**config.mk**
```make
export PLATFORM = sky130hd
export DESIGN_NAME = generational_slot_allocator
export DESIGN_NICKNAME = d
export VERILOG_FILES = /design/src/rtl/gsa_pkg.sv /design/src/rtl/gsa_ram.sv /design/src/rtl/gsa_free_map.sv /design/src/rtl/generational_slot_allocator.sv
export SDC_FILE = /design/constraint.sdc
export NUM_CORES = 1
export LEC_CHECK = 0
export BUFFER_PORTS_ARGS = -buffer_cell sky130_fd_sc_hd__buf_2
export CORE_MARGIN = 8
export CORE_UTILIZATION = 61
export DETAILED_ROUTE_END_ITERATION = 10
export PLACE_DENSITY_LB_ADDON = 0.2
export REMOVE_ABC_BUFFERS = 1
export SETUP_SLACK_MARGIN = 0.1
export SYNTH_ARGS = -nofsm -noshare
export SYNTH_HDL_FRONTEND = slang
export SYNTH_HIERARCHICAL = 1
export SYNTH_SLANG_ARGS = --single-unit
```
**constraint.sdc**
```tcl
create_clock -name clk_i -period 4.4 [get_ports clk_i]
set_input_delay 0.88 -clock clk_i [delete_from_list [all_inputs] [get_ports clk_i]]
set_output_delay 0.88 -clock clk_i [all_outputs]
set_load 0.05 [all_outputs]
```
**src/rtl/gsa_pkg.sv**
```systemverilog
// ----------------------------------------------------------------------------
// Generational slot allocator package
// Shared types, codes and default sizes for the slot allocator.
// ----------------------------------------------------------------------------
package gsa_pkg;

  localparam int SlotCountDefault = 16;
  localparam int GenBitsDefault   = 16;

  localparam int KindW    = 2;
  localparam int IndexW   = 4;
  localparam int HandleGW = 16;
  localparam int StatusW  = 2;
  localparam int InDataW  = 24;
  localparam int OutDataW = 24;

  typedef enum logic [KindW-1:0] {
    KIND_ALLOC    = 2'd0,
    KIND_VALIDATE = 2'd1,
    KIND_FREE     = 2'd2,
    KIND_RSVD     = 2'd3
  } gsa_kind_e;

  typedef enum logic [StatusW-1:0] {
    STATUS_OK    = 2'd0,
    STATUS_FULL  = 2'd1,
    STATUS_STALE = 2'd2
  } gsa_status_e;

  typedef enum logic [1:0] {
    ST_CLEAR,
    ST_IDLE,
    ST_EXEC
  } gsa_state_e;

  typedef struct packed {
    logic set;
    logic clr;
  } gsa_map_cmd_t;

endpackage

```
**src/rtl/gsa_ram.sv**
```systemverilog
// ----------------------------------------------------------------------------
// Generic RAM
// One write port and one read port with a registered read.
// ----------------------------------------------------------------------------
module gsa_ram #(
  parameter int WIDTH = 16,
  parameter int DEPTH = 16,
  localparam int AW = (DEPTH > 1) ? $clog2(DEPTH) : 1
) (
  input  logic             clk_i,
  input  logic             we_i,
  input  logic [AW-1:0]    waddr_i,
  input  logic [WIDTH-1:0] wdata_i,
  input  logic             re_i,
  input  logic [AW-1:0]    raddr_i,
  output logic [WIDTH-1:0] rdata_o
);

  logic [WIDTH-1:0] mem_q [DEPTH];
  logic [WIDTH-1:0] rdata_q;

  always_ff @(posedge clk_i) begin
    if (we_i) begin
      mem_q[waddr_i] <= wdata_i;
    end
    if (re_i) begin
      rdata_q <= mem_q[raddr_i];
    end
  end

  assign rdata_o = rdata_q;

endmodule

```
**src/rtl/gsa_free_map.sv**
```systemverilog
// ----------------------------------------------------------------------------
// Slot occupancy map
// Holds one occupied bit per slot and finds the lowest free slot.
// ----------------------------------------------------------------------------
module gsa_free_map
  import gsa_pkg::*;
#(
  parameter int SLOT_COUNT = SlotCountDefault,
  localparam int AW = $clog2(SLOT_COUNT)
) (
  input  logic         clk_i,
  input  logic         rst_ni,
  input  gsa_map_cmd_t cmd_i,
  input  logic [AW-1:0] addr_i,
  output logic [AW-1:0] free_idx_o,
  output logic         full_o
);

  logic [SLOT_COUNT-1:0] occ_q;
  logic [SLOT_COUNT-1:0] occ_d;

  always_comb begin
    occ_d = occ_q;
    if (cmd_i.set) begin
      occ_d[addr_i] = 1'b1;
    end
    if (cmd_i.clr) begin
      occ_d[addr_i] = 1'b0;
    end
  end

  always_ff @(posedge clk_i or negedge rst_ni) begin
    if (!rst_ni) begin
      occ_q <= '0;
    end else begin
      occ_q <= occ_d;
    end
  end

  always_comb begin
    free_idx_o = '0;
    for (int i = SLOT_COUNT - 1; i >= 0; i--) begin
      if (!occ_q[i]) begin
        free_idx_o = AW'(i);
      end
    end
  end

  assign full_o = &occ_q;

endmodule

```
**src/rtl/generational_slot_allocator.sv**
```systemverilog
// ----------------------------------------------------------------------------
// Generational slot allocator
// A pool of slots, each with an occupied bit and a wrapping generation
// counter, serving allocate, validate and free requests.
// ----------------------------------------------------------------------------
//  Channel   Direction  tuser               tdata
//  s_axis    in         kind                handle_index, handle_generation
//  m_axis    out        status              slot_index, slot_generation
//
//  The generation RAM is read in the cycle the item is accepted and, for a
//  free, written back in the cycle after.
//  After reset the generation RAM is cleared, one slot per cycle, and no item
//  is accepted until every slot has been cleared.
//  The result waits in an output register; a new item is accepted in ST_IDLE
//  while that register is empty or its result is taken in the same cycle.
// ----------------------------------------------------------------------------
module generational_slot_allocator
  import gsa_pkg::*;
#(
  parameter int SLOT_COUNT = SlotCountDefault,
  parameter int GEN_BITS   = GenBitsDefault
) (
  input  logic                clk_i,
  input  logic                rst_ni,
  input  logic                s_axis_tvalid,
  output logic                s_axis_tready,
  // [3:0] handle_index, [19:4] handle_generation, [23:20] zero
  input  logic [InDataW-1:0]  s_axis_tdata,
  // [1:0] kind
  input  logic [KindW-1:0]    s_axis_tuser,
  output logic                m_axis_tvalid,
  input  logic                m_axis_tready,
  // [3:0] slot_index, [19:4] slot_generation, [23:20] zero
  output logic [OutDataW-1:0] m_axis_tdata,
  // [1:0] status
  output logic [StatusW-1:0]  m_axis_tuser
);

  localparam int AW = $clog2(SLOT_COUNT);
  localparam logic [31:0] SlotCountW = 32'(SLOT_COUNT);
  localparam logic [AW-1:0] LastSlot = AW'(SLOT_COUNT - 1);

  gsa_state_e state_q, state_d;
  logic [AW-1:0] clr_q, clr_d;

  gsa_kind_e           kind_q;
  logic [IndexW-1:0]   idx_q;
  logic [HandleGW-1:0] hgen_q;
  logic [AW-1:0]       addr_q;
  logic                in_pool_q;
  logic                full_q;

  logic                out_valid_q, out_valid_d;
  gsa_status_e         out_status_q, out_status_d;
  logic [IndexW-1:0]   out_index_q, out_index_d;
  logic [HandleGW-1:0] out_gen_q, out_gen_d;

  logic                in_accept;
  gsa_kind_e           in_kind;
  logic [IndexW-1:0]   in_idx;
  logic [31:0]         in_idx_ext;
  logic                in_pool;
  logic [AW-1:0]       rd_addr;

  logic [AW-1:0]       free_idx;
  logic                map_full;
  gsa_map_cmd_t        map_cmd;

  logic                ram_we;
  logic [AW-1:0]       ram_waddr;
  logic [GEN_BITS-1:0] ram_wdata;
  logic [GEN_BITS-1:0] rd_gen;
  logic [GEN_BITS-1:0] gen_inc;
  logic [31:0]         rd_gen_ext;
  logic [31:0]         inc_ext;
  logic [31:0]         addr_ext;

  assign in_kind    = gsa_kind_e'(s_axis_tuser);
  assign in_idx     = s_axis_tdata[IndexW-1:0];
  assign in_idx_ext = 32'(in_idx);
  assign in_pool    = in_idx_ext < SlotCountW;
  assign rd_addr    = (in_kind == KIND_ALLOC) ? free_idx : in_idx_ext[AW-1:0];

  assign s_axis_tready = (state_q == ST_IDLE) && (!out_valid_q || m_axis_tready);
  assign in_accept     = s_axis_tvalid && s_axis_tready;

  assign gen_inc    = rd_gen + GEN_BITS'(1);
  assign rd_gen_ext = 32'(rd_gen);
  assign inc_ext    = 32'(gen_inc);
  assign addr_ext   = 32'(addr_q);

  gsa_free_map #(
    .SLOT_COUNT(SLOT_COUNT)
  ) u_map (
    .clk_i      (clk_i),
    .rst_ni     (rst_ni),
    .cmd_i      (map_cmd),
    .addr_i     (addr_q),
    .free_idx_o (free_idx),
    .full_o     (map_full)
  );

  gsa_ram #(
    .WIDTH(GEN_BITS),
    .DEPTH(SLOT_COUNT)
  ) u_gen_ram (
    .clk_i   (clk_i),
    .we_i    (ram_we),
    .waddr_i (ram_waddr),
    .wdata_i (ram_wdata),
    .re_i    (in_accept),
    .raddr_i (rd_addr),
    .rdata_o (rd_gen)
  );

  always_comb begin
    state_d      = state_q;
    clr_d        = clr_q;
    map_cmd      = '0;
    ram_we       = 1'b0;
    ram_waddr    = addr_q;
    ram_wdata    = gen_inc;
    out_valid_d  = out_valid_q;
    out_status_d = out_status_q;
    out_index_d  = out_index_q;
    out_gen_d    = out_gen_q;
    if (out_valid_q && m_axis_tready) begin
      out_valid_d = 1'b0;
    end
    case (state_q)
      ST_CLEAR: begin
        ram_we    = 1'b1;
        ram_waddr = clr_q;
        ram_wdata = '0;
        clr_d     = clr_q + AW'(1);
        if (clr_q == LastSlot) begin
          state_d = ST_IDLE;
        end
      end
      ST_IDLE: begin
        if (in_accept) begin
          state_d = ST_EXEC;
        end
      end
      ST_EXEC: begin
        state_d      = ST_IDLE;
        out_valid_d  = 1'b1;
        out_status_d = STATUS_OK;
        out_index_d  = idx_q;
        out_gen_d    = in_pool_q ? rd_gen_ext[HandleGW-1:0] : '0;
        case (kind_q)
          KIND_ALLOC: begin
            if (full_q) begin
              out_status_d = STATUS_FULL;
              out_index_d  = '0;
              out_gen_d    = '0;
            end else begin
              map_cmd.set = 1'b1;
              out_index_d = addr_ext[IndexW-1:0];
              out_gen_d   = rd_gen_ext[HandleGW-1:0];
            end
          end
          KIND_VALIDATE: begin
            if (!in_pool_q || (rd_gen_ext != 32'(hgen_q))) begin
              out_status_d = STATUS_STALE;
            end
          end
          KIND_FREE: begin
            if (in_pool_q) begin
              ram_we      = 1'b1;
              map_cmd.clr = 1'b1;
              out_gen_d   = inc_ext[HandleGW-1:0];
            end
          end
          default: begin
          end
        endcase
      end
      default: begin
        state_d = ST_IDLE;
      end
    endcase
  end

  always_ff @(posedge clk_i or negedge rst_ni) begin
    if (!rst_ni) begin
      state_q     <= ST_CLEAR;
      clr_q       <= '0;
      out_valid_q <= 1'b0;
    end else begin
      state_q     <= state_d;
      clr_q       <= clr_d;
      out_valid_q <= out_valid_d;
    end
  end

  always_ff @(posedge clk_i) begin
    if (in_accept) begin
      kind_q    <= in_kind;
      idx_q     <= in_idx;
      hgen_q    <= s_axis_tdata[IndexW +: HandleGW];
      addr_q    <= rd_addr;
      in_pool_q <= in_pool;
      full_q    <= map_full;
    end
    out_status_q <= out_status_d;
    out_index_q  <= out_index_d;
    out_gen_q    <= out_gen_d;
  end

  assign m_axis_tvalid = out_valid_q;
  assign m_axis_tuser  = out_status_q;
  assign m_axis_tdata  = {(OutDataW - IndexW - HandleGW)'(0), out_gen_q, out_index_q};

  a_accept_exec : assert property (@(posedge clk_i) disable iff (!rst_ni)
    in_accept |=> state_q == ST_EXEC)
    else $error("An accepted item did not move on to execution.");

  a_exec_out_free : assert property (@(posedge clk_i) disable iff (!rst_ni)
    state_q == ST_EXEC |-> !out_valid_q)
    else $error("The output register was busy during execution.");

  a_result_from_exec : assert property (@(posedge clk_i) disable iff (!rst_ni)
    $rose(out_valid_q) |-> $past(state_q == ST_EXEC))
    else $error("A result appeared without an item being executed.");

endmodule
```
# Word-level counts from Yosys, hierarchy flattened
# Memories as Yosys holds them, arrays and structs flattened. A register that Yosys moved wholly into a read port is not among the register bits.
# Cells that the tools add are included.
dict set report totals {
  word_cells 89
  input_bits 30
  regBits 73
  n_memories 1
  out_inout_bits 28
  ramBits 256
}
# name words width read_ports rd_clocked_by_memory_dff wr line_no
set mem_list {}
lappend mem_list {u_gen_ram.mem_q 16 16 1 1 1 gsa_ram.sv:19} ;# logic [WIDTH-1:0] mem_q [DEPTH];
dict set report classes {
  muxes 45
  eq_ne 8
  n_reduce_logical 14
  bitwise 3
  magnitude_cmp 3
  addsub 2
}
# cell n
set op_table {}
lappend op_table {{2-to-1 mux 16 bit} 6}
lappend op_table {{2-to-1 mux 4 bit} 20}
lappend op_table {{case mux 16 bit (2 select lines)} 1}
lappend op_table {{adder 16 x 1 -> 16 bit (second input constant)} 1}
lappend op_table {{bitwise AND 16 bit} 1}
lappend op_table {{inequality test 16 bit} 1}
lappend op_table {{NOT 16 bit} 1}
lappend op_table {{OR 16 bit} 1}
lappend op_table {{AND reduction 16 bit} 1}
lappend op_table {{less-than comparator 4 x 5 -> 1 bit (second input constant)} 2}
lappend op_table {{2-to-1 mux 1 bit} 10}
lappend op_table {{2-to-1 mux 2 bit} 4}
lappend op_table {{case mux 2 bit (2 select lines)} 2}
lappend op_table {{logical NOT 2 bit} 3}
lappend op_table {{adder 4 x 1 -> 4 bit (second input constant)} 1}
lappend op_table {{demux 1 bit (select 4 bit)} 1}
lappend op_table {{equality test 2 x 1 -> 1 bit (second input constant)} 2}
lappend op_table {{equality test 2 bit (second input constant)} 2}
lappend op_table {{equality test 4 bit (second input constant)} 1}
lappend op_table {{>= comparator 4 x 1 -> 1 bit (second input constant)} 1}
lappend op_table {{logical AND 1 bit} 4}
lappend op_table {{inequality test 2 bit (second input constant)} 2}
lappend op_table {{logical NOT 1 bit} 2}
lappend op_table {{logical OR 1 bit} 2}
lappend op_table {{3 further kinds} 3}

# Logic depth before layout (Yosys ltp)
# Gate-level depths: netlist of run 1.
dict set report logic_depth {
  word_depth 17
  depth_mapped 10
  mapped_depth_nobuf 8
}

# Cells and area by module
# The synthesis of run 1 kept the hierarchy.
# module cells_per_inst seq_area_each_um2 n_inst area_each_um2
set modules_own_cells {}
lappend modules_own_cells {gsa_ram 432 8167.8 1 10202.3}
lappend modules_own_cells {generational_slot_allocator 252 1646.6 1 2895.3}
lappend modules_own_cells {gsa_free_map 94 400.4 1 838.3}

# Least setup slack after synthesis of run 1
# OpenSTA, ideal clock, no wires.
dict set report synth_path {
  kind {input to register}
  from {input m_axis_tready}
  to {register addr_q[0], enable pin}
  t_arrival_ps 3358
  n_path_buf 0
  setup_slack_ps 636
  required_time_ps 3995
  setup_time_ps 405
  cell_stages 3
  cell_sequence {nor2b_1 > nor3b_1 > and2_1}
}
dict set report synth_between {
  elab_chain_len 3
}
# element line_no
set synth_lines {}
lappend synth_lines {{start, declared} generational_slot_allocator.sv:32} ;# input logic m_axis_tready,
lappend synth_lines {{logical OR 1 bit} generational_slot_allocator.sv:84} ;# assign s_axis_tready = (state_q == ST_IDLE) && (!out_valid_q || m_axis_tready);
lappend synth_lines {{logical AND 1 bit} generational_slot_allocator.sv:84}
lappend synth_lines {{via s_axis_tready} generational_slot_allocator.sv:26} ;# output logic s_axis_tready,
lappend synth_lines {{logical AND 1 bit} generational_slot_allocator.sv:85} ;# assign in_accept = s_axis_tvalid && s_axis_tready;
lappend synth_lines {{via in_accept} generational_slot_allocator.sv:58} ;# logic in_accept;
lappend synth_lines {{end signal, assigned} generational_slot_allocator.sv:202} ;# addr_q <= rd_addr;
lappend synth_lines {{end, declared} generational_slot_allocator.sv:49} ;# logic [AW-1:0] addr_q;
# The timed path passes the listed nets, and every way through them passes these cells.
# A chain may end at the register's enable or synchronous reset.

# Final worst setup path of run 1
dict set report layout_path {
  from {register u_gen_ram.rdata_q[0] (netlist: u_gen_ram/rdata_o[0]), read port of u_gen_ram.mem_q}
  to {memory u_gen_ram.mem_q[10][14] (data pin)}
}
dict set report layout_between {
  elab_chain_len 2
}
# element line_no
set layout_lines {}
lappend layout_lines {{start, declared} gsa_ram.sv:20} ;# logic [WIDTH-1:0] rdata_q;
lappend layout_lines {{adder 16 x 1 -> 16 bit} generational_slot_allocator.sv:87} ;# assign gen_inc = rd_gen + GEN_BITS'(1);
lappend layout_lines {{2-to-1 mux 16 bit} generational_slot_allocator.sv:130} ;# case (state_q)
lappend layout_lines {{via ram_wdata[14]} generational_slot_allocator.sv:71} ;# logic [GEN_BITS-1:0] ram_wdata;
lappend layout_lines {{end, declared} gsa_ram.sv:19}
# The timed path passes the listed nets, and every way through them passes these cells.

==> run metrics, run 1 <==
status completed; Avg Cell Area, Syn 17.9 µm²; Mapped Cells 778; CTS clk-pin slew, worst paths 60 ps; Ant. Diodes 0; Total Power 9.25 mW; ys flop type edfxtp_1; worst hold slack 336 ps; CTS Buf Count 36; Crit. End Element flip-flop; worst reg2reg endpoint u_gen_ram/mem_q[10][14]; Startpoint Class flip-flop; R2R setup slack 1200 ps; share of cells above drive strength 1 0.240; global-route wire length before repair 46100 µm; HP Class in -> async; GRT Total Usage 0.219; I/O Buffers 49; sequential area share after synthesis 0.733; Iter 0 DRT Violations 1023; Post-CTS Setup Bufs 0; Final HPWL DP 18200 µm; Max stage delay cell, worst path nor2_1; DR vias 7621; global route overflow 0; Final Core Density 0.694; drt wl/cell 26.2 µm; clock latency on the worst-skew pair 520 ps; clock sinks 344; fin. max-slew vios 0; Cell variety after synth 54; min cycle time layout 3200 ps; vias per inst 6.55; Initial Utilization 0.619; period utilisation layout 0.728; CTS Hold Buffers Added 0; # IOs 58; area delta synth->final 12.1%; DIE AREA 27900 µm²; Yosys warnings 6; Cell Area, Synth 13900 µm²; DIE WIDTH 167 µm; Hold Violations, Final 0; Tightest Pin Transition 1200 ps; Max-slew headroom 0.198; drc violations 0; Max-Cap Viols 0; Max stage delay on crit path 810 ps; Setup CP Type reg -> reg; CP Max Fanout 16; drt first pass iters 5; vias in the first global route 7561; skew final 23.6 ps; Fin Setup TNS 0 ps; largest net degree at the start of global routing 30; WP data arrival 3360 ps; Routed Wire Length 30400 µm; NumNets Final 888; maximum buffer depth of the clock tree 3; Final ANT Viol Nets 0; commonest non-fill, non-tap cell in the layout edfxtp_1; worst-case reg-to-reg path depth 5; H-tree depth 2; EDFF count, synth 321; Worst R2R Start u_gen_ram/rdata_o[0]; synthesized flop and latch total 344; number of antenna violations at the first check in global routing 0; CTS tree built; Core ar. 22500 µm²; RSZ-0062 raised after global routing no; share of flip-flops with an asynchronous set or reset 0.0669; worst vdd ir 303 µV; Root Driver clkbuf_16; Final setup viols 0; leak pwr 5.26 nW; RD Place Congestion 0.908; crit path cell chain ha_1, nand4_1, or4_4, xnor2_1, nor2_1; chip height 167 µm; number of gates resized after cts 0; row cnt 55; most frequent cells in the layout edfxtp_1, mux4_2, buf_2; pwr dens 592 nW/µm²; fmax 312 MHz; Critical Path RT 4560 ps
==> cell usage after synthesis (9+ instances only) <==
cell type	number	area [µm²]
edfxtp_1	321	9640
mux4_2	54	1220
nand2_1	40	150
nor2_1	39	146
a21oi_1	33	165
a22oi_1	32	240
xnor2_1	29	254
dfrtp_1	23	576
o21ai_0	20	100
clkbuf_1	17	63.8
a31oi_1	14	87.6
nor3_1	12	60.1
nand4_1	11	68.8
inv_1	10	37.5
mux2_2	10	113
mux4_1	10	263
nand2b_1	10	62.6
buf_4	9	67.6
==> worst max path at each step <==
stage	start	end	slack, ps	cells after the start
3_3_place_gp	s_axis_tuser[1]	u_gen_ram/rdata_o[9]	1080	7
5_1_grt	u_gen_ram/rdata_o[0]	u_gen_ram/mem_q[8][14]	1030	5
2_1_floorplan	state_q[1]	u_gen_ram/mem_q[0][0]	620	4
4_1_cts	u_gen_ram/rdata_o[0]	u_gen_ram/mem_q[2][14]	1250	5
3_5_place_dp	s_axis_tuser[1]	u_gen_ram/rdata_o[6]	1050	7
6_report	u_gen_ram/rdata_o[0]	u_gen_ram/mem_q[10][14]	1200	5
==> critical path, delay by kind of cell (launching register included) <==
| family | cells | cell delay (ps) |
|---|---|---|
| adder cells (fa/ha/maj) | 1 | 430 |
| flip-flops | 1 | 550 |
| AND/OR/NAND/NOR | 3 | 1710 |
| XOR/XNOR | 1 | 150 |
==> where the power goes <==
part	leakage (nW)	switching, mW	internal (mW)
registers	3.26	0.264	4.49
logic	1.49	1.25	0.542
clock network	0.516	1.17	1.53
total	5.26	2.69	6.56
==> final cells by class <==
class	count	area, µm²
Timing Repair Buffer	78	475
Fill cell	1380	6880
Clock buffer	41	941
Multi-Input combinational cell	386	3490
Inverter	10	37.5
Clock inverter	19	98.8
Sequential cell	344	10200
Tap cell	285	357
==> layer usage <==
layer / vias up / part of all wire / global-route usage / wire (µm)
met4: 0 / 0.027 / 0.0648 / 821
met5: - / 0 / 0 / 0
met1: 3915 / 0.40 / 0.299 / 12300
met2: 397 / 0.48 / 0.349 / 14500
li1: 3246 / - / - / -
met3: 63 / 0.093 / 0.0520 / 2830
==> stage by stage <==
step / setup slack, ps / cell area, µm² / std cells
after detailed placement: 1050 / 14600 / 1103
after floorplan: 616 / 13700 / 740
after global routing: 1030 / 15600 / 1163
after global placement: 1080 / 14600 / 1103
after CTS: 1250 / 15600 / 1163
final: 1200 / 15600 / 1163
==> registers in the layout, indices dropped and copies added (netlist names) <==
name and flops:
state_q 2, u_gen_ram/rdata_o 16, hgen_q 16, out_index_q 4
u_map/occ_q 16, out_gen_q 16, u_gen_ram/mem_q 256, clr_q 4
addr_q 4, m_axis_tvalid 1, m_axis_tuser 2, kind_q 2
full_q 1, idx_q 4
==> kinds of logic after synthesis <==
| logic type | synth area share |
|---|---|
| xor gates and xnor gates | 0.0207 |
| buffers and inverters | 0.0189 |
| DFF | 0.733 |
| AOI/OAI and AO/OA | 0.0509 |
| and+or+nand+nor | 0.0602 |
| other | 0.000269 |
| muxes | 0.114 |
| adders and majority gates | 0.00180 |
Power figures use the tool's default switching activity.
==> run 2, diff against run 1 <==
==> constraint.sdc (replaced) <==
create_clock -name clk_i -period 3 [get_ports clk_i]
set_input_delay 0.6 -clock clk_i [delete_from_list [all_inputs] [get_ports clk_i]]
set_output_delay 0.6 -clock clk_i [all_outputs]
set_load 0.05 [all_outputs]
==> run 2 against run 1 <==
Cell count grew 4.0%. Register-to-register slack lost 870 ps. Non-clock buffer count grew 40. Via count grew 2.4%. Sequential power grew 46%. Utilization grew 2.8 points. Combinational power grew 66%. Power grew 55%. Critical endpoint is now u_gen_ram/rdata_o[1]. Largest cell class unchanged. Highest routed layer unchanged.
==> run metrics, run 2 (synthesis gave the netlist of run 1 again) <==
status completed; chip height 167 µm; Final setup viols 0; clock latency on the worst-skew pair 520 ps; CTS clk-pin slew, worst paths 60 ps; Ant. Diodes 0; max reg flops 256; dpl cells 1133; fin worst setup slack 322 ps; min cycle time layout 2680 ps; NumNets Final 929; Setup CP Type reg -> reg; worst vdd ir 559 µV; drc violations 0; DR vias 7805; RD Place Congestion 0.930; row cnt 55; # IOs 58; Biggest register u_gen_ram/mem_q; post-place setup slack 108 ps; I/O Buffers 49; Max-slew headroom 0.290; area delta synth->final 16.6%; leak pwr 5.58 nW; Max-Cap Viols 0; WP data arrival 2930 ps; HP Class in -> async; global route overflow 0; number of antenna violations at the first check in global routing 0; Critical Path RT 3250 ps; most frequent cells in the layout edfxtp_1, buf_4, mux4_2; vias in the first global route 7725; worst hold slack 56.7 ps; DIE AREA 27900 µm²; Total Power 14.3 mW; Root Driver clkbuf_16; Final HPWL DP 19100 µm; Tightest Pin Transition 1060 ps; largest net degree at the start of global routing 37; drt first pass iters 6; fin. max-slew vios 0; DIE WIDTH 167 µm; Non-Filler Instances 1209; Initial Utilization 0.619; RSZ-0062 raised after global routing no; fmax 373 MHz; CTS Buf Count 36; GRT Total Usage 0.219; skew final 18.6 ps; period utilisation layout 0.893; maximum buffer depth of the clock tree 3; H-tree depth 2; Hold Violations, Final 0; pwr dens 881 nW/µm²; CP Max Fanout 13; CTS Hold Buffers Added 0; Iter 0 DRT Violations 958; global-route wire length before repair 46500 µm; share of cells above drive strength 1 0.280; CTS tree built; Crit. End Element flip-flop; clock sinks 344; Final ANT Viol Nets 0; Core ar. 22500 µm²; drt wl/cell 25.5 µm; vias per inst 6.46; Startpoint Class flip-flop; Fin Setup TNS 0 ps; commonest non-fill, non-tap cell in the layout edfxtp_1; Routed Wire Length 30800 µm
## run 2: per-layer routing
metal / routed length, µm / GRT usage / part of all wire / up-vias
met4: 803 / 0.0734 / 0.026 / 0
met2: 14700 / 0.353 / 0.48 / 433
met1: 12400 / 0.293 / 0.40 / 3968
li1: - / - / - / 3343
met3: 2880 / 0.0520 / 0.093 / 61
met5: 0 / 0 / 0 / -
## run 2: repair_timing
item,in CTS,in global routing
resized for setup,0,3
setup buffers,0,10
setup endpoints to repair,0,12
## run 2: worst max-delay path: stages, from the launching register on
cell and delay (ps):
dfrtp_1 390, inv_1 50, o21ai_0 200, a31oi_1 150, o21ai_2 160, mux2_4 290, buf_12 190, mux4_1 570
a22oi_1 310, nand2_1 100
## run 2: through the flow
| stage | util | cell area (µm²) |
|---|---|---|
| after floorplan | - | 13700 |
| after global placement | 0.665 | 15000 |
| after detailed placement | 0.665 | 15000 |
| after CTS | 0.718 | 16200 |
| after global routing | 0.722 | 16300 |
| final | 0.722 | 16300 |
## run 2: layout make-up
cell class | instances | area (µm²)
clock buffer | 46 | 990
clock inverter | 19 | 200
fill | 1320 | 6250
inverter | 10 | 37.5
multi-input combinational | 387 | 3510
sequential | 344 | 10200
tap | 285 | 357
timing repair buffer | 118 | 938
## run 2: power breakdown
group	switching, mW	leakage [nW]	internal (mW)	total, mW
logic	1.96	1.74	1.02	2.98
registers	0.359	3.26	6.57	6.93
clock network	1.73	0.581	2.68	4.41
total	4.04	5.58	10.3	14.3
## run 2: path summary, 6_finish.rpt
check | startpoint | endpoint | slack, ps | depth (start not counted)
worst min register to register | clr_q[3] | clr_q[3] | 520 | 1
worst min-delay path | rst_ni | m_axis_tvalid | 60 | 1
min in group clk_i | s_axis_tdata[5] | hgen_q[1] | 270 | 1
worst max register to register | u_map/occ_q[14] | u_gen_ram/rdata_o[1] | 320 | 9
max in group asynchronous | rst_ni | u_map/occ_q[15] | 2600 | 1
worst max-delay path | u_map/occ_q[14] | u_gen_ram/rdata_o[1] | 320 | 9
==> run 3, diff against run 2 <==
--- a/config.mk
+++ b/config.mk
@@ -7,7 +7,7 @@
 export LEC_CHECK = 0
 export BUFFER_PORTS_ARGS = -buffer_cell sky130_fd_sc_hd__buf_2
 export CORE_MARGIN = 8
-export CORE_UTILIZATION = 61
+export CORE_UTILIZATION = 45
 export DETAILED_ROUTE_END_ITERATION = 10
 export PLACE_DENSITY_LB_ADDON = 0.2
 export REMOVE_ABC_BUFFERS = 1
==> run 3 against run 2 <==
Global-route usage decreased by 5.1 points. Clock-buffer cell count is 2 lower. Register-to-register slack worse by 40 ps. Wire length is 0.14% lower. Sequential share of layout area up 0.75 points. Sequential cell count is the same. Non-clock buffer count fell by 11.
==> run metrics, run 3 (synthesis gave the netlist of run 1 again) <==
status completed; leak pwr 5.44 nW; crit path cell chain nand2_1, or4_4, xor2_1, nor2_1; # IOs 58; CP Max Fanout 16; HP Class in -> async; DR vias 7415; Final Cell Area 16100 µm²; dpl cells 1243; global-route wire length before repair 46400 µm; WP data arrival 2880 ps; Critical Path RT 3170 ps; max reg flops 256; I/O Buffers 49; Hold Violations, Final 0; Final HPWL DP 19700 µm; Biggest register u_gen_ram/mem_q; Final setup viols 0; chip height 192 µm; Startpoint Class flip-flop; drt wl/cell 23.5 µm; area delta synth->final 15.2%; GRT Total Usage 0.168; Final ANT Viol Nets 0; CTS Hold Buffers Added 0; CTS Buf Count 37; Buf+Inv Stages, Crit Path 0; Ant. Diodes 0; Core ar. 30500 µm²; Max-Cap Viols 0; Iter 0 DRT Violations 602; RSZ-0062 raised after global routing no; CTS clk-pin slew, worst paths 60 ps; drt first pass iters 5; Max stage delay on crit path 830 ps; row cnt 64; most frequent cells in the layout edfxtp_1, mux4_2, buf_4; DIE AREA 36900 µm²; worst hold slack 60.6 ps; CTS tree built; Tightest Pin Transition 1100 ps; worst vdd ir 389 µV; R2R setup slack 280 ps; Final Core Density 0.526; Routed Wire Length 30700 µm; Max-slew headroom 0.268; Area after DPL 15000 µm²; Root Driver clkbuf_16; vias in the first global route 7636; Fin Setup TNS 0 ps; largest net degree at the start of global routing 54; Post-CTS Setup Bufs 0; pwr dens 862 nW/µm²; Non-Filler Instances 1308; clock sinks 344; Setup CP Type reg -> reg; NumNets Final 918; Initial Utilization 0.457; global route overflow 0; DIE WIDTH 192 µm; min cycle time layout 2720 ps; number of gates resized after cts 0; skew final 16.7 ps; H-tree depth 2; fin. max-slew vios 0; drc violations 0; RD Place Congestion 0.816; commonest non-fill, non-tap cell in the layout edfxtp_1; Crit. End Element flip-flop; maximum buffer depth of the clock tree 3; share of cells above drive strength 1 0.265; number of antenna violations at the first check in global routing 0; Max stage delay cell, worst path nor2_1; CP delay by family, top simple AND/OR/NAND/NOR gates; vias per inst 5.67; fmax 368 MHz; period utilisation layout 0.906; clock latency on the worst-skew pair 530 ps
run 3: power breakdown:
group | switching (mW) | internal (mW)
logic | 1.89 | 0.958
registers | 0.362 | 6.57
clock network | 1.78 | 2.28
run 3: stage by stage:
step | worst slack [ps] | power [mW]
2_1_floorplan | -784 | 8.66
3_3_place_gp | 243 | 9.76
3_5_place_dp | 240 | 9.89
4_1_cts | 283 | 14.0
5_1_grt | 106 | 14.4
6_report | 282 | 13.8
run 3: worst paths after layout:
kind	depth (start not counted)	endpoint	from
min in group clk_i	1	hgen_q[7]	s_axis_tdata[11]
worst min register to register	1	clr_q[3]	clr_q[3]
worst max-delay path	4	u_gen_ram/mem_q[0][11]	u_gen_ram/rdata_o[4]
max in group asynchronous	1	clr_q[2]	rst_ni
worst max register to register	4	u_gen_ram/mem_q[0][11]	u_gen_ram/rdata_o[4]
worst min-delay path	1	u_map/occ_q[8]	rst_ni
run 3: worst register-to-register path, cell delays in order, from the launching register on:
cell and delay (ps):
edfxtp_1 600, nand2_1 210, or4_4 570, xor2_1 160
nor2_1 830
run 3: layer usage:
metal,vias to the layer above,GRT usage,part of all wire
li1,3316,-,-
met1,3755,0.221,0.42
met2,274,0.285,0.49
met3,70,0.0300,0.066
met4,0,0.0470,0.022
met5,-,0,0
run 3: final cells by class:
| cell class | count | area (µm²) |
|---|---|---|
| Tap cell | 396 | 495 |
| Fill cell | 2402 | 14400 |
| Clock buffer | 44 | 952 |
| Clock inverter | 21 | 118 |
| Inverter | 10 | 37.5 |
| Multi-Input combinational cell | 386 | 3500 |
| Timing Repair Buffer | 107 | 743 |
| Sequential cell | 344 | 10200 |
